### src/sv/qvt_pkg.sv
// Shared types, widths and register codes for the quaternion vertex transform.
// No dependencies; every other file takes names from here by scope.
package qvt_pkg;

    localparam int COORD_W  = 16;
    localparam int QUAT_W   = 16;
    localparam int SCALE_W  = 16;
    localparam int CFG_DATA_W = (COORD_W > QUAT_W) ? COORD_W : QUAT_W;
    localparam int CFG_IDX_W  = 3;
    localparam int TDATA_W  = ((3 * COORD_W + 7) / 8) * 8;

    // cross product terms q*v and their difference
    localparam int P1_W    = COORD_W + QUAT_W;
    localparam int C_W     = P1_W + 1;
    // t = 2*c rounded to 2^-12: (c + 2^8) >>> 9
    localparam int T_SHIFT = 9;
    localparam int T_W     = C_W + 1 - T_SHIFT;
    // second stage products and accumulator, units 2^-26
    localparam int P2_W    = QUAT_W + T_W;
    localparam int ACC_W   = P2_W + 3;
    localparam int V_SHIFT = 18;
    localparam int R_SHIFT = 14;
    localparam int R_W     = ACC_W - R_SHIFT;
    // scale product, units 2^-24
    localparam int SP_W    = R_W + SCALE_W + 1;
    localparam int S_W     = SP_W + 1;
    localparam int O_SHIFT = 16;
    localparam int OFF_SHIFT = 16;
    localparam int O_W     = S_W - O_SHIFT;

    localparam logic signed [C_W:0]     T_RND = (C_W + 1)'(1) <<< (T_SHIFT - 1);
    localparam logic signed [ACC_W-1:0] R_RND = ACC_W'(1) <<< (R_SHIFT - 1);
    localparam logic signed [S_W-1:0]   O_RND = S_W'(1) <<< (O_SHIFT - 1);
    localparam logic signed [O_W-1:0]   O_MAX = (O_W'(1) <<< (COORD_W - 1)) - O_W'(1);
    localparam logic signed [O_W-1:0]   O_MIN = -(O_W'(1) <<< (COORD_W - 1));

    typedef logic signed [COORD_W-1:0] coord_t;
    typedef logic signed [QUAT_W-1:0]  quat_t;
    typedef logic signed [R_W-1:0]     rot_t;

    typedef enum logic [CFG_IDX_W-1:0] {
        REG_ROT_W    = 3'd0,
        REG_ROT_X    = 3'd1,
        REG_ROT_Y    = 3'd2,
        REG_ROT_Z    = 3'd3,
        REG_OFFSET_X = 3'd4,
        REG_OFFSET_Y = 3'd5,
        REG_OFFSET_Z = 3'd6,
        REG_SCALE    = 3'd7
    } cfg_idx_t;

    typedef struct packed {
        quat_t                rot_w;
        quat_t                rot_x;
        quat_t                rot_y;
        quat_t                rot_z;
        coord_t               offset_x;
        coord_t               offset_y;
        coord_t               offset_z;
        logic [SCALE_W-1:0]   scale_factor;
    } cfg_t;

    localparam quat_t              ROT_W_RESET = QUAT_W'(16384);
    localparam logic [SCALE_W-1:0] SCALE_RESET = SCALE_W'(2048);

endpackage

### src/sv/qvt_scale_out.sv
// Two-stage back end: multiply by scale, add offset, round and saturate.
// Depends on qvt_pkg.
module qvt_scale_out (
    input  logic                aclk,
    input  logic                aresetn,
    input  qvt_pkg::cfg_t       cfg,
    input  logic                in_valid,
    output logic                in_ready,
    input  qvt_pkg::rot_t       rot_in [3],
    input  logic                last_in,
    output logic                out_valid,
    input  logic                out_ready,
    output qvt_pkg::coord_t     world [3],
    output logic                last_out
);

    logic [1:0] vld_reg;
    logic [2:0] rdy;

    assign rdy[2] = out_ready;
    assign rdy[1] = !vld_reg[1] || rdy[2];
    assign rdy[0] = !vld_reg[0] || rdy[1];

    always_ff @(posedge aclk) begin
        if (!aresetn) begin
            vld_reg <= '0;
        end else begin
            if (rdy[0]) vld_reg[0] <= in_valid;
            if (rdy[1]) vld_reg[1] <= vld_reg[0];
        end
    end

    qvt_pkg::coord_t off [3];
    assign off[0] = cfg.offset_x;
    assign off[1] = cfg.offset_y;
    assign off[2] = cfg.offset_z;

    logic signed [qvt_pkg::SCALE_W:0] sc;
    assign sc = $signed({1'b0, cfg.scale_factor});

    logic signed [qvt_pkg::SP_W-1:0] sp_reg [3];
    qvt_pkg::coord_t                 w_reg  [3];
    qvt_pkg::coord_t                 w_next [3];
    logic [1:0]                      last_reg;

    for (genvar i = 0; i < 3; i++) begin : g_axis
        logic signed [qvt_pkg::S_W-1:0] s_sum;
        logic signed [qvt_pkg::O_W-1:0] o_val;

        always_comb begin
            s_sum = qvt_pkg::S_W'(sp_reg[i])
                  + (qvt_pkg::S_W'(off[i]) <<< qvt_pkg::OFF_SHIFT)
                  + qvt_pkg::O_RND;
            o_val = s_sum[qvt_pkg::S_W-1:qvt_pkg::O_SHIFT];
            priority if (o_val > qvt_pkg::O_MAX) begin
                w_next[i] = qvt_pkg::O_MAX[qvt_pkg::COORD_W-1:0];
            end else if (o_val < qvt_pkg::O_MIN) begin
                w_next[i] = qvt_pkg::O_MIN[qvt_pkg::COORD_W-1:0];
            end else begin
                w_next[i] = o_val[qvt_pkg::COORD_W-1:0];
            end
        end

        always_ff @(posedge aclk) begin
            if (rdy[0] && in_valid) begin
                sp_reg[i] <= rot_in[i] * sc;
            end
            if (rdy[1] && vld_reg[0]) begin
                w_reg[i] <= w_next[i];
            end
        end
    end

    always_ff @(posedge aclk) begin
        if (rdy[0] && in_valid) last_reg[0] <= last_in;
        if (rdy[1] && vld_reg[0]) last_reg[1] <= last_reg[0];
    end

    assign in_ready  = rdy[0];
    assign out_valid = vld_reg[1];
    assign world     = w_reg;
    assign last_out  = last_reg[1];

endmodule

### config.mk
export PLATFORM = sky130hd
export DESIGN_NAME = qvt_scale_out
export DESIGN_NICKNAME = d
export VERILOG_FILES = /design/src/sv/qvt_pkg.sv /design/src/sv/qvt_scale_out.sv
export SDC_FILE = /design/constraint.sdc
export NUM_CORES = 2
export LEC_CHECK = 0
export ABC_AREA = 1
export BUFFER_PORTS_ARGS = -buffer_cell sky130_fd_sc_hd__buf_2
export CORE_ASPECT_RATIO = 1.25
export CORE_UTILIZATION = 35
export DETAILED_ROUTE_END_ITERATION = 10
export GPL_ROUTABILITY_DRIVEN = 0
export PLACE_DENSITY = 0.47
export SLEW_MARGIN = 20
export SYNTH_ARGS = -nofsm -noshare
export SYNTH_HDL_FRONTEND = slang
export SYNTH_SLANG_ARGS = --single-unit
### constraint.sdc
create_clock -name aclk -period 15.2 [get_ports aclk]
set_input_delay 0.76 -clock aclk [delete_from_list [all_inputs] [get_ports aclk]]
set_output_delay 0.76 -clock aclk [all_outputs]
set_load 0.005 [all_outputs]
# After elaboration in Yosys (flattened, before gate mapping)

Memories as Yosys holds them, arrays and structs flattened.
Cells that the tools add are included.

Bitwise gates (word level): 0
Equal/unequal tests: 0
Muxes and demuxes: 5
Divide/modulo/power cells: 0
Multiply operators: 3
Reductions and logical operators: 6
$lt $le $gt $ge: 6
Shift operators: 0
Add/sub/neg operators: 6

Operators with widths:

| operator                                                        | count |
|---|---|
| adder 47 x 32 -> 48 bit                                         | 3 |
| adder 48 x 17 -> 48 bit, second input constant                  | 3 |
| multiplier 30 x 17 -> 47 bit                                    | 3 |
| greater-than comparator 32 x 16 -> 1 bit, second input constant | 3 |
| less-than comparator 32 x 16 -> 1 bit, second input constant    | 3 |
| two-way mux 16 bit                                              | 3 |
| logical AND 1 bit                                               | 2 |
| zero test 1 bit                                                 | 2 |
| logical OR 1 bit                                                | 2 |
| two-way mux 1 bit                                               | 2 |

Input bits: 223
Register bits: 52
Memory bits (read-only): 0
Memories kept: 1
Bits in writable memories: 141
Latch bits: 0
Word-level logic and storage cells: 34

Memories:

| name   | words | width | read ports | clocked after memory_dff | write ports | line                | source |
|---|---|---|---|---|---|---|---|
| sp_reg | 3     | 47    | 3          | 0                        | 3           | qvt_scale_out.sv:41 | `logic signed [qvt_pkg::SP_W-1:0] sp_reg [3];` |

# Logic depth before layout (Yosys ltp)

Depth in word-level cells: 6
Mapped depth: 29
Mapped depth without buffers: 27

# Worst setup path before layout

No wires, ideal clock.

Kind: input-to-reg
From: input cfg[3] in the netlist's numbering
To: memory sp_reg[0][46] in the netlist's numbering (data pin)
Required time: 14.939 ns
Arrival time: 6.136 ns
Path slack: 8.803 ns
Cell stages on the path: 22
Cell sequence: clkbuf_1 clkbuf_1 nand2_1 fa_1 fa_1 inv_1 fa_1 fa_1 fa_1 inv_1 fa_1 inv_1 ha_1 nand2_1 nor2_1 inv_1 nor4_1 nand3_1 nand4_1 nand3_1 nand3_1 xor2_1

RTL lines:

| item            | line                | source |
|---|---|---|
| start, declared | qvt_scale_out.sv:6  | `input qvt_pkg::cfg_t cfg,` |
| end, declared   | qvt_scale_out.sv:41 |  |

==> results.json <==
{
  "outcome": "completed",
  "endpoint": "sp_reg[0][46]$_DFFE_PP_",
  "yosys_register_bits": 148,
  "tns_ns": 0,
  "remaining_drc_errors": 0,
  "first_global_vias": 56600,
  "dieHeight_um": 484,
  "die_w_um": 388,
  "cts_inserted_buffers": 17,
  "syn_area_per_cell_um2": 7.47,
  "via_per_inst": 4.65,
  "drv_cap": 0,
  "start_kind": "input port",
  "portBuffers": 209,
  "crit_path_start": "cfg[3]",
  "ys_seq_area_share_pct": 6.80,
  "post_cts_buffers": 0,
  "post-dp-hpwl_um": 154000,
  "slew_headroom_pct": 30.0,
  "grt_overflow": 0,
  "dp_worst_setup_slack_ns": 7.04,
  "cts.path.max_buffers": 2,
  "cp_max_fo": 51,
  "syn_inst": 8714,
  "async_reset_ff_share_pct": 0,
  "yosysWarningCount": 0,
  "grt_pass1_wl_um": 308000,
  "ctsHtreeMaxLevel": 4,
  "nNetsFinal": 10700,
  "rsz0062_at_grt": "no",
  "hold_class": "input port to flop",
  "drt-initial-drc-count": 2463,
  "largest_reg_flops": 96,
  "place_inst": 11000,
  "finalHoldViolCount": 0,
  "synthFlopType": "edfxtp_1",
  "clock_latency_ns": 0.58,
  "clkTransAtPathRegs_ns": 0.08,
  "start_util_pct": 35.3,
  "criticalPathCategory": "input port to flop",
  "synth_area_um2": 65100,
  "timing.rr.end": "world[0]$_SDFFCE_PN1P_",
  "clock-sinks": 148,
  "layout_setup_ws_ns": 7.57,
  "syn_to_final_growth_pct": 5.45,
  "r2r-start": "sp_reg[0][127]$_DFFE_PP_",
  "end_kind": "flop",
  "synth_cell_types": 50,
  "fin_worst_skew_ns": 0.0287,
  "setup_violations": 0,
  "antenna_found_initial": 29,
  "cts-root-buf": "clkbuf_16",
  "cts-resized-gates": 0,
  "reg2reg_depth": 14,
  "min_period_ns": 7.63,
  "crit_required_ns": 15.52,
  "routed_wl_um": 189000,
  "slew_violations": 0,
  "tightest_slew_ns": 1.05,
  "finalNonFillerCells": 11100,
  "reg2reg_slack_ns": 12.13,
  "cts_tree": "done",
  "io_pins": 274,
  "max_freq_mhz": 131,
  "grtUsageTotal_pct": 21.0,
  "cp.arrival_ns": 7.95,
  "period_share_pct": 50.2,
  "holdBufCountCts": 0,
  "fp.dieArea_um2": 188000,
  "synth_edf_count": 146,
  "whs_ns": 0.373,
  "min-delay-start": "last_in",
  "drt_pass1_iterations": 5,
  "num_vias": 51400,
  "grt_max_degree": 64,
  "core_um2": 184000,
  "ant_nets": 0,
  "num_rows": 176,
  "drive_above_1_share_pct": 3.49,
  "syn_nets": 10700,
  "wl_per_cell_um": 17.1
}
## cell families after synthesis
family,count (synthesis),synth area share (%)
compound gates,468,4.03
xor+xnor,162,2.18
fa+ha+maj,1806,50.7
buf+inv,2991,17.3
flops,148,6.80
simple gates,3139,19.0
## Yosys cell counts, drive strengths merged, types with 44 or more instances
library cell | n | area, um2
nand2 | 2497 | 9430
clkbuf | 328 | 1230
ha | 426 | 5330
nor2 | 360 | 1370
inv | 2651 | 9950
o21ai | 110 | 551
xor2 | 118 | 1030
nor3 | 49 | 260
a21oi | 244 | 1230
xnor2 | 44 | 385
nand3 | 148 | 746
edfxtp | 146 | 4380
fa | 1380 | 27600
## layer usage
layer | vias up | global-route usage, % | wire length [um]
met3 | 208 | 2.15 | 7330
met5 | - | 0 | 126
met1 | 25800 | 25.7 | 79000
met4 | 20 | 5.15 | 4030
li1 | 24500 | - | -
met2 | 842 | 39.0 | 98700
## cell type report
cell class	count	area, um2
repair buffers	231	1250
well taps	2403	3010
clock buffers	19	433
multi-input cells	5575	49400
clock inverters	13	123
inverters	2651	9950
diodes	12	30.0
flip-flops and latches	148	4420
fillers	19600	116000
## critical path: stages
cell and delay (ns):
buf_4 0.49, buf_4 0.74, nand2_1 0.21, fa_1 0.79
fa_1 0.46, inv_1 0.34, fa_1 0.52, fa_1 0.52
fa_1 0.50, inv_1 0.05, fa_1 0.48, inv_1 0.04
ha_1 0.36, nand2_1 0.12, nor2_1 0.25, inv_1 0.10
nor4_1 0.41, nand3_1 0.17, nand4_1 0.26, nand3_1 0.10
nand3_1 0.11, xor2_1 0.07
## worst min-delay path by stage
stage | depth (start not counted) | slack, ns | endpoint
2_1_floorplan | 0 | 0.40 | last_reg[1]$_DFFE_PP_
3_3_place_gp | 0 | 0.40 | last_reg[1]$_DFFE_PP_
3_5_place_dp | 0 | 0.41 | last_reg[1]$_DFFE_PP_
4_1_cts | 1 | 0.32 | last_reg[0]$_DFFE_PP_
5_1_grt | 1 | 0.35 | last_reg[0]$_DFFE_PP_
6_report | 1 | 0.37 | last_reg[0]$_DFFE_PP_
## metrics by stage
| step | instance area (um2) | utilization [%] |
|---|---|---|
| 2_1_floorplan | 65100 | - |
| 3_3_place_gp | 68000 | 36.9 |
| 3_5_place_dp | 68000 | 36.9 |
| 4_1_cts | 68600 | 37.2 |
| 5_1_grt | 68600 | 37.2 |
| 6_report | 68600 | 37.2 |
## cells in the final DEF (no fill, tap or decap), types with 38 or more instances in the layout
master	netlist	final
inv_1	2650	2649
nand2_1	2477	2477
fa_1	1380	1380
ha_1	426	426
nor2_1	355	355
a21oi_1	242	241
buf_2	0	193
nand3_1	147	147
edfxtp_1	146	146
xor2_1	118	118
o21ai_0	110	110
nor3_1	46	46
xnor2_1	44	44
buf_4	3	38
Power is not shown: default switching activity piles up to over one toggle a cycle in this logic, so the estimate is an artifact.
