===== config.mk =====
export PLATFORM = sky130hd
export DESIGN_NAME = qvt_cfg_regs
export DESIGN_NICKNAME = d
export VERILOG_FILES = /design/src/sv/qvt_pkg.sv /design/src/sv/qvt_cfg_regs.sv
export SDC_FILE = /design/constraint.sdc
export NUM_CORES = 1
export LEC_CHECK = 0
export BUFFER_PORTS_ARGS = -buffer_cell sky130_fd_sc_hd__buf_2
export CAP_MARGIN = 5
export CORE_MARGIN = 8
export CORE_UTILIZATION = 50
export DETAILED_ROUTE_END_ITERATION = 8
export GPL_ROUTABILITY_DRIVEN = 0
export HOLD_SLACK_MARGIN = 0.03
export PLACE_DENSITY = 0.78
export SLEW_MARGIN = 20
export SYNTH_ARGS = -nofsm -noshare
export SYNTH_HDL_FRONTEND = slang
export SYNTH_SLANG_ARGS = --single-unit

===== constraint.sdc =====
create_clock -name aclk -period 1.58 [get_ports aclk]
set_input_delay 0.079 -clock aclk [delete_from_list [all_inputs] [get_ports aclk]]
set_output_delay 0.079 -clock aclk [all_outputs]
set_load 0.005 [all_outputs]

===== src/sv/qvt_pkg.sv =====
// Shared types, widths and register codes for the quaternion vertex transform.
// No dependencies; every other file takes names from here by scope.
package qvt_pkg;

    localparam int COORD_W  = 16;
    localparam int QUAT_W   = 16;
    localparam int SCALE_W  = 16;
    localparam int CFG_DATA_W = (COORD_W > QUAT_W) ? COORD_W : QUAT_W;
    localparam int CFG_IDX_W  = 3;
    localparam int TDATA_W  = ((3 * COORD_W + 7) / 8) * 8;

    // cross product terms q*v and their difference
    localparam int P1_W    = COORD_W + QUAT_W;
    localparam int C_W     = P1_W + 1;
    // t = 2*c rounded to 2^-12: (c + 2^8) >>> 9
    localparam int T_SHIFT = 9;
    localparam int T_W     = C_W + 1 - T_SHIFT;
    // second stage products and accumulator, units 2^-26
    localparam int P2_W    = QUAT_W + T_W;
    localparam int ACC_W   = P2_W + 3;
    localparam int V_SHIFT = 18;
    localparam int R_SHIFT = 14;
    localparam int R_W     = ACC_W - R_SHIFT;
    // scale product, units 2^-24
    localparam int SP_W    = R_W + SCALE_W + 1;
    localparam int S_W     = SP_W + 1;
    localparam int O_SHIFT = 16;
    localparam int OFF_SHIFT = 16;
    localparam int O_W     = S_W - O_SHIFT;

    localparam logic signed [C_W:0]     T_RND = (C_W + 1)'(1) <<< (T_SHIFT - 1);
    localparam logic signed [ACC_W-1:0] R_RND = ACC_W'(1) <<< (R_SHIFT - 1);
    localparam logic signed [S_W-1:0]   O_RND = S_W'(1) <<< (O_SHIFT - 1);
    localparam logic signed [O_W-1:0]   O_MAX = (O_W'(1) <<< (COORD_W - 1)) - O_W'(1);
    localparam logic signed [O_W-1:0]   O_MIN = -(O_W'(1) <<< (COORD_W - 1));

    typedef logic signed [COORD_W-1:0] coord_t;
    typedef logic signed [QUAT_W-1:0]  quat_t;
    typedef logic signed [R_W-1:0]     rot_t;

    typedef enum logic [CFG_IDX_W-1:0] {
        REG_ROT_W    = 3'd0,
        REG_ROT_X    = 3'd1,
        REG_ROT_Y    = 3'd2,
        REG_ROT_Z    = 3'd3,
        REG_OFFSET_X = 3'd4,
        REG_OFFSET_Y = 3'd5,
        REG_OFFSET_Z = 3'd6,
        REG_SCALE    = 3'd7
    } cfg_idx_t;

    typedef struct packed {
        quat_t                rot_w;
        quat_t                rot_x;
        quat_t                rot_y;
        quat_t                rot_z;
        coord_t               offset_x;
        coord_t               offset_y;
        coord_t               offset_z;
        logic [SCALE_W-1:0]   scale_factor;
    } cfg_t;

    localparam quat_t              ROT_W_RESET = QUAT_W'(16384);
    localparam logic [SCALE_W-1:0] SCALE_RESET = SCALE_W'(2048);

endpackage


===== src/sv/qvt_cfg_regs.sv =====
// Configuration register file: quaternion, offset and scale.
// Depends on qvt_pkg.
module qvt_cfg_regs (
    input  logic                             aclk,
    input  logic                             aresetn,
    input  logic                             cfg_wr_en,
    input  logic [qvt_pkg::CFG_IDX_W-1:0]    cfg_addr,
    input  logic [qvt_pkg::CFG_DATA_W-1:0]   cfg_wdata,
    output qvt_pkg::cfg_t                    cfg
);

    qvt_pkg::cfg_t cfg_reg;
    qvt_pkg::cfg_t cfg_next;

    always_comb begin
        cfg_next = cfg_reg;
        if (cfg_wr_en) begin
            unique case (qvt_pkg::cfg_idx_t'(cfg_addr))
                qvt_pkg::REG_ROT_W:    cfg_next.rot_w    = cfg_wdata[qvt_pkg::QUAT_W-1:0];
                qvt_pkg::REG_ROT_X:    cfg_next.rot_x    = cfg_wdata[qvt_pkg::QUAT_W-1:0];
                qvt_pkg::REG_ROT_Y:    cfg_next.rot_y    = cfg_wdata[qvt_pkg::QUAT_W-1:0];
                qvt_pkg::REG_ROT_Z:    cfg_next.rot_z    = cfg_wdata[qvt_pkg::QUAT_W-1:0];
                qvt_pkg::REG_OFFSET_X: cfg_next.offset_x = cfg_wdata[qvt_pkg::COORD_W-1:0];
                qvt_pkg::REG_OFFSET_Y: cfg_next.offset_y = cfg_wdata[qvt_pkg::COORD_W-1:0];
                qvt_pkg::REG_OFFSET_Z: cfg_next.offset_z = cfg_wdata[qvt_pkg::COORD_W-1:0];
                qvt_pkg::REG_SCALE:    cfg_next.scale_factor = cfg_wdata[qvt_pkg::SCALE_W-1:0];
                default:               cfg_next = cfg_reg;
            endcase
        end
    end

    always_ff @(posedge aclk) begin
        if (!aresetn) begin
            cfg_reg <= '{rot_w:        qvt_pkg::ROT_W_RESET,
                         scale_factor: qvt_pkg::SCALE_RESET,
                         default:      '0};
        end else begin
            cfg_reg <= cfg_next;
        end
    end

    assign cfg = cfg_reg;

endmodule


---- Word level (Yosys, flattened, before mapping) ----
Cells that the tools add are included.
cells by class
  equal/unequal tests ..................... 7
  reduce and logical (&&, ||, !) cells .... 9
operator list
  kind                                                             count
  2-bit AND reduction                                              8
  3-bit == test, second input constant                             4
  3-bit by 2-bit == test with 1-bit output, second input constant  2
  3-bit by 1-bit == test with 1-bit output, second input constant  1
  3-bit zero test                                                  1
storage, ports and cells
  register bits ........................... 128
  input bits .............................. 22

---- Logic depth before layout (Yosys ltp) ----
Gate-level depths: netlist of the first run.
  word-level depth ........................ 2
  gate-level depth with buffers ........... 4

---- Worst setup path before layout of the first run ----
OpenSTA, ideal clock, no wires.
  path type ............................... input-to-reg
  start point ............................. input cfg_addr[0] in the netlist's numbering
  end point ............................... register cfg_reg, in the netlist cfg[118]
  arrival time ............................ 1.006 ns
  path slack .............................. 0.448 ns
  cell stages on the path ................. 4
  path buffers ............................ 2
  cell sequence ........................... or4b_1 buf_6 buf_12 mux2i_1
on the way
  longest elaborated chain between the ends .. 2
RTL lines
  item                           RTL line            text
  start: declaration             qvt_cfg_regs.sv:7   input logic [qvt_pkg::CFG_IDX_W-1:0] cfg_addr,
  3-bit zero test                qvt_cfg_regs.sv:18  unique case (qvt_pkg::cfg_idx_t'(cfg_addr))
  2-bit AND reduction (no line)  --
  end signal: assignment         qvt_cfg_regs.sv:34  cfg_reg <= '{rot_w: qvt_pkg::ROT_W_RESET,
  end signal: assignment         qvt_cfg_regs.sv:38  cfg_reg <= cfg_next;
  end: declaration               qvt_cfg_regs.sv:12  qvt_pkg::cfg_t cfg_reg;
Every way passes these cells.
A chain may end at the register's enable or synchronous reset.

==> results of run 1 <==
through the flow:
step | util, % | std cells
after floorplan | - | 441
after global placement | 60.4 | 685
after detailed placement | 60.4 | 685
after CTS | 66.9 | 720
after global routing | 66.9 | 720
final | 66.9 | 720
worst max-delay path, cell delays in order:
cell	delay [ps]
dlygate4sd3_1	540
buf_4	270
buf_4	240
nand2_1	280
mux2i_1	230
routing by layer:
layer  part of all wire (%)  routed length, um  vias up  global-route usage, %
met2                     50               6210      116                   34.9
met3                    5.9                738       17                   6.28
met5                      0                  0        -                      0
met4                    1.4                181        0                   6.56
met1                     43               5370     1806                   22.7
li1                       -                  -     1782                      -
placed cells by master, fill, tap and decap left out:
cell,synthesis,layout
or4b_1,1,1
dfxtp_1,128,128
mux2i_1,128,128
dlygate4sd3_1,0,3
and4bb_2,1,1
nand4bb_1,2,2
nor2b_1,4,4
clkinvlp_4,0,3
clkbuf_16,0,16
inv_6,0,6
buf_4,1,15
clkinv_4,0,4
buf_2,12,148
buf_12,1,1
inv_8,0,1
nand2_1,142,142
bufinv_16,0,1
clkbuf_8,0,1
nand4b_1,3,3
nand4_2,1,1
logic make-up after synthesis:
group,synth area share (%)
buf+inv,3.42
flops,55.2
mux,27.6
simple gates,13.8
worst max path at each step:
stage / slack [ps] / end / cells past startpoint / startpoint
floorplan: 450 / cfg[118]$_SDFFE_PN0P_ / 4 / cfg_addr[0]
global placement: 320 / cfg[119]$_SDFFE_PN0P_ / 4 / cfg_addr[0]
detailed placement: 270 / cfg[13]$_SDFFE_PN0P_ / 3 / cfg_wr_en
CTS: 420 / cfg[99]$_SDFFE_PN0P_ / 5 / aresetn
global route: 310 / cfg[101]$_SDFFE_PN0P_ / 5 / aresetn
finish: 370 / cfg[99]$_SDFFE_PN0P_ / 5 / aresetn
area by class of cell:
cell class | instances | area (um^2) | share of cell area, %
timing repair buffer | 167 | 903 | 14.8
sequential | 128 | 2560 | 42.1
clock buffer | 17 | 414 | 6.80
tap | 111 | 139 | 2.28
clock inverter | 15 | 151 | 2.48
multi-input combinational | 282 | 1920 | 31.6
synthesized netlist by cell type, drive strengths merged:
master,count,area [um^2]
nand2,142,533
dfxtp,128,2560
mux2i,128,1280
buf,17,106
clkbuf,14,52.6
nor2b,4,25.0
nand4b,3,26.3
nand4bb,2,22.5
and4bb,1,12.5
nand4,1,12.5
or4b,1,10.0
power by group through the flow:
stage,Sequential (mW),Clock (mW),Combinational (mW)
after global placement,3.41,0,0.398
after floorplan,3.41,0,0.216
after global routing,3.35,3.87,0.451
final,3.34,3.67,0.415
after CTS,3.34,3.71,0.418
after detailed placement,3.41,0,0.410
==> impl_metrics.json, run 1 <==
{
  "status": "complete, no violations",
  "placed_area_um2": 5500,
  "comb_power_share_pct": 5.6,
  "reg2reg_slack_ps": 910,
  "internal_power_mw": 5.60,
  "switchingPower_mw": 1.83,
  "syn-num-nets": 463,
  "hold_viol_final": 0,
  "drv_slew": 0,
  "yosysSeqAreaShare_pct": 55.2,
  "fin_hold_ws_ps": 55.0,
  "max_clock_freq_mhz": 826,
  "cts_tree": "built",
  "start_util_pct": 51.0,
  "p_leak_nw": 3.42,
  "worstMarginPinSlew_ps": 692,
  "dr.pass1.iters": 4,
  "fp.dieH_um": 112,
  "io_pins": 150,
  "min_to": "cfg[73]$_SDFFE_PN0P_",
  "grt_pass1_vias": 3963,
  "drtAntennaViolNets": 0,
  "drcViolationCount": 0,
  "ctsResizeCount": 0,
  "finalClockSkew_ps": 0,
  "min_from": "cfg_wdata[9]",
  "hold-path-cell-count": 3,
  "postRouteWirelength_mm": 12.5,
  "synthCells": 441,
  "clock_power_share_pct": 49.5,
  "finalSetupTns_ps": 0,
  "post-place-ws_ps": 271,
  "ir_worst_vdd_mv": 0.733,
  "synthDistinctLibCells": 15,
  "end_kind": "register",
  "cts_setup_buffers": 0,
  "post-dp-hpwl_mm": 9.07,
  "die_area_um2": 12600,
  "largest_reg_flops": 128,
  "fill_cells": 757,
  "viasPerCell": 5.17,
  "critPathKind": "primary input to register",
  "final_area_um2": 6090,
  "rsz0062_at_grt": "no",
  "fin_crit_sh_pct": 76.7,
  "syn_area_per_cell_um2": 10.5,
  "r2r_start": "cfg[124]$_SDFFE_PN0P_",
  "holdBufCountCts": 3,
  "cts_inserted_buffers": 17,
  "rr_endpoint": "cfg[124]$_SDFFE_PN0P_",
  "cts_max_level": 4,
  "yosys_warnings": 0,
  "diodes": 0,
  "die_w_um": 112,
  "grt_pass1_wl_mm": 20.3,
  "hp-class": "primary input to register",
  "crit_fanout": 20,
  "max-cap-violations": 0,
  "layout_setup_ws_ps": 369,
  "power.density_nw_per_um2": 1220,
  "clkTransAtPathRegs_ps": 70,
  "start_kind": "primary input",
  "cts_sinks": 128,
  "wire_per_inst_um": 17.4,
  "via_count": 3721,
  "track_usage_pct": 20.0,
  "clk_latency_ps": 510,
  "period_needed_ps": 1210,
  "cp.arrival_ps": 1650,
  "grt_antenna_before_repair": 0,
  "drt-initial-drc-count": 192,
  "relSlewSlack_pct": 53.7,
  "layout-drive-gt1-share_pct": 32.5,
  "clockBufferDepth": 2,
  "grt_start_max_net_pins": 30,
  "reg2regPathDepth": 2,
  "p_seq_share_pct": 45.0,
  "coreArea_um2": 9110,
  "swShare_pct": 24.6,
  "yosys_register_bits": 128,
  "total_power_mw": 7.43,
  "area_delta_synth_final_pct": 31.2,
  "row_count": 35,
  "fin_nets": 618,
  "setup_violations": 0,
  "cts_root_buf": "clkbuf_8",
  "overflow": 0,
  "port-buffer-count": 149,
  "syn-cell-area_um2": 4640,
  "required_ps": 2020
}
Power figures use the tool's default switching activity.
==> run 2, diff against run 1 <==
--- a/config.mk
+++ b/config.mk
@@ -5,14 +5,15 @@
 export SDC_FILE = /design/constraint.sdc
 export NUM_CORES = 1
 export LEC_CHECK = 0
+export ABC_AREA = 1
 export BUFFER_PORTS_ARGS = -buffer_cell sky130_fd_sc_hd__buf_2
 export CAP_MARGIN = 5
 export CORE_MARGIN = 8
-export CORE_UTILIZATION = 50
+export CORE_UTILIZATION = 46
 export DETAILED_ROUTE_END_ITERATION = 8
 export GPL_ROUTABILITY_DRIVEN = 0
 export HOLD_SLACK_MARGIN = 0.03
-export PLACE_DENSITY = 0.78
+export PLACE_DENSITY = 0.74
 export SLEW_MARGIN = 20
 export SYNTH_ARGS = -nofsm -noshare
 export SYNTH_HDL_FRONTEND = slang
==> constraint.sdc (replaced) <==
create_clock -name aclk -period 1.1 [get_ports aclk]
set_input_delay 0.055 -clock aclk [delete_from_list [all_inputs] [get_ports aclk]]
set_output_delay 0.055 -clock aclk [all_outputs]
set_load 0.005 [all_outputs]
==> run 2 against run 1 <==
Power grew 61%. Routed wire length grew 34%. Clock skew is the same. Count of clock-buffer cells in the layout grew 1. Die area grew 17%. Largest cell class unchanged. Highest routed layer unchanged.
==> impl_metrics.json, run 2 <==
{
  "status": "complete, no violations",
  "critPathCapture": "cfg[69]",
  "start_util_pct": 47.1,
  "drcViolationCount": 0,
  "worst-path-buf-inv": 1,
  "max_clock_freq_mhz": 929,
  "cts_sinks": 128,
  "clk_latency_ps": 510,
  "cts_inserted_buffers": 17,
  "ff_latch_area_um2": 2560,
  "cts_tree": "built",
  "overflow": 0,
  "yosysMostFrequentCell": "nor2_1",
  "synth-edff-count": 0,
  "dr.pass1.iters": 8,
  "grt_antenna_before_repair": 0,
  "p_leak_nw": 3.44,
  "syn_area_per_cell_um2": 7.05,
  "reg2regPathDepth": 2,
  "synthDistinctLibCells": 15,
  "die_w_um": 121,
  "end_kind": "primary output",
  "diodes": 0,
  "synth_top_area_share_pct": 50.2,
  "io_pins": 150,
  "cts_root_buf": "clkbuf_8",
  "rr_endpoint": "cfg[12]$_SDFFE_PN0P_",
  "yosys_warnings": 0,
  "total_power_mw": 11.9,
  "fp.dieH_um": 121,
  "port-buffer-count": 149,
  "die_area_um2": 14700,
  "wire_per_inst_um": 15.8,
  "area_delta_synth_final_pct": 39.2,
  "post-place-ws_ps": 101,
  "relSlewSlack_pct": 56.1,
  "grt_pass1_vias": 4797,
  "grt_pass1_wl_mm": 25.4,
  "drv_slew": 0,
  "slowest_stage": "dfxtp_1",
  "r2r_start": "cfg[12]$_SDFFE_PN0P_",
  "clockBufferDepth": 2,
  "cp.arrival_ps": 1020,
  "cts_max_level": 4,
  "layout_common_cells": "252 x nor2_1, 148 x nand2_1, 148 x buf_2",
  "max-cap-violations": 0,
  "synthCells": 724,
  "syn-cell-area_um2": 5100,
  "ys.flop_type": "dfxtp_1",
  "path_cells": "buf_2",
  "synth_top_area_cell": "dfxtp_1",
  "layout_setup_ws_ps": 23.6,
  "power.density_nw_per_um2": 1680,
  "grt_start_max_net_pins": 87,
  "drtAntennaViolNets": 0,
  "multi_input_area_um2": 2210,
  "via_count": 5265,
  "rsz0062_at_grt": "no",
  "period_needed_ps": 1080,
  "worstMarginPinSlew_ps": 659,
  "critPathKind": "register to primary output",
  "reg2reg_slack_ps": 460,
  "viasPerCell": 4.99,
  "yosys_register_bits": 128,
  "clkTransAtPathRegs_ps": 60,
  "hp-class": "primary input to register",
  "fin_util_pct": 65.5,
  "setup_violations": 0,
  "synthArstFlopShare_pct": 0,
  "postRouteWirelength_mm": 16.7,
  "track_usage_pct": 22.1,
  "largest_reg_flops": 128,
  "start_kind": "register",
  "path_depth": 1,
  "dp_cells": 994,
  "cp_slowest_stage_delay_ps": 380,
  "yosysSeqAreaShare_pct": 50.2,
  "finalClockSkew_ps": 0,
  "post-dp-hpwl_mm": 10.3,
  "required_ps": 1040,
  "ys_top_cells_by_count": "255 x nor2_1, 149 x nand2_1, 128 x dfxtp_1, 113 x nand3_1",
  "finalSetupTns_ps": 0,
  "fill_cells": 962,
  "final_common_cell": "nor2_1",
  "layout-drive-gt1-share_pct": 24.6,
  "ys_top_cells_by_area": "dfxtp_1 50%, nor2_1 19%, nand3_1 11%",
  "fin_nets": 925,
  "crit_start": "cfg[69]$_SDFFE_PN0P_",
  "coreArea_um2": 10800,
  "ir_worst_vdd_mv": 0.911,
  "drt-initial-drc-count": 520,
  "critPathTopFamily": "flip-flops",
  "syn-num-nets": 746,
  "hold_viol_final": 0,
  "fin_crit_sh_pct": 97.9,
  "stdcell_count": 1055,
  "row_count": 38,
  "crit_fanout": 2
}
==> run 2: worst min path at each step <==
stage | from | to | slack [ps] | cells past startpoint
final | cfg_wdata[0] | cfg[0]$_SDFFE_PN0P_ | 50 | 5
after global routing | aresetn | cfg[63]$_SDFFE_PN0P_ | 70 | 4
after CTS | cfg_wdata[0] | cfg[0]$_SDFFE_PN0P_ | 50 | 5
after detailed placement | cfg_wdata[14] | cfg[126]$_SDFFE_PN1P_ | 280 | 3
after global placement | cfg_wdata[14] | cfg[126]$_SDFFE_PN1P_ | 270 | 3
after floorplan | cfg_wdata[14] | cfg[126]$_SDFFE_PN1P_ | 170 | 2
==> run 2: kinds of logic after synthesis <==
family | count (synthesis) | share of synthesized area, %
buffers and inverters | 67 | 6.65
AO/OA/AOI/OAI | 1 | 0.0980
AND/OR/NAND/NOR | 528 | 43.0
flip-flops | 128 | 50.2
==> run 2: stage by stage <==
stage | hold WS [ps] | instance area (um^2)
2_1_floorplan | 168 | 5100
3_3_place_gp | 272 | 6180
3_5_place_dp | 284 | 6180
4_1_cts | 45.5 | 7080
5_1_grt | 70.5 | 7100
6_report | 46.8 | 7100
==> run 2: layout make-up <==
| class | count | share of cell area, % |
|---|---|---|
| Inverter | 22 | 1.16 |
| Tap cell | 140 | 2.47 |
| Sequential cell | 128 | 36.1 |
| Timing Repair Buffer | 205 | 20.6 |
| Clock buffer | 18 | 5.89 |
| Clock inverter | 13 | 2.63 |
| Multi-Input combinational cell | 529 | 31.1 |
==> run 2: repair_timing <==
item | CTS | global route
buffers inserted | 0 | 0
hold buffers | 29 | 2
gates resized for setup | 0 | 5
endpoints found under the hold margin | 42 | 2
endpoints found under the setup margin | 0 | 23
==> run 2: worst min-delay path, stage by stage <==
cell     delay (ps)
buf_2            70
inv_1           160
nand2_1         120
nand2_1          40
nor2_1           70
==> run 2: per-layer routing <==
layer / up-vias / global-route usage [%] / part of all wire (%)
li1: 2602 / - / -
met1: 2400 / 26.8 / 40
met2: 240 / 37.3 / 49
met3: 23 / 5.44 / 9.5
met4: 0 / 7.40 / 1.7
met5: - / 0 / 0
==> run 2: where the power goes <==
group / switching [mW] / leakage, nW / total, mW / internal (mW)
registers: 0.0875 / 1.04 / 4.89 / 4.80
logic: 0.728 / 2.12 / 1.25 / 0.519
clock network: 2.12 / 0.284 / 5.79 / 3.67
total: 2.93 / 3.44 / 11.9 / 8.99
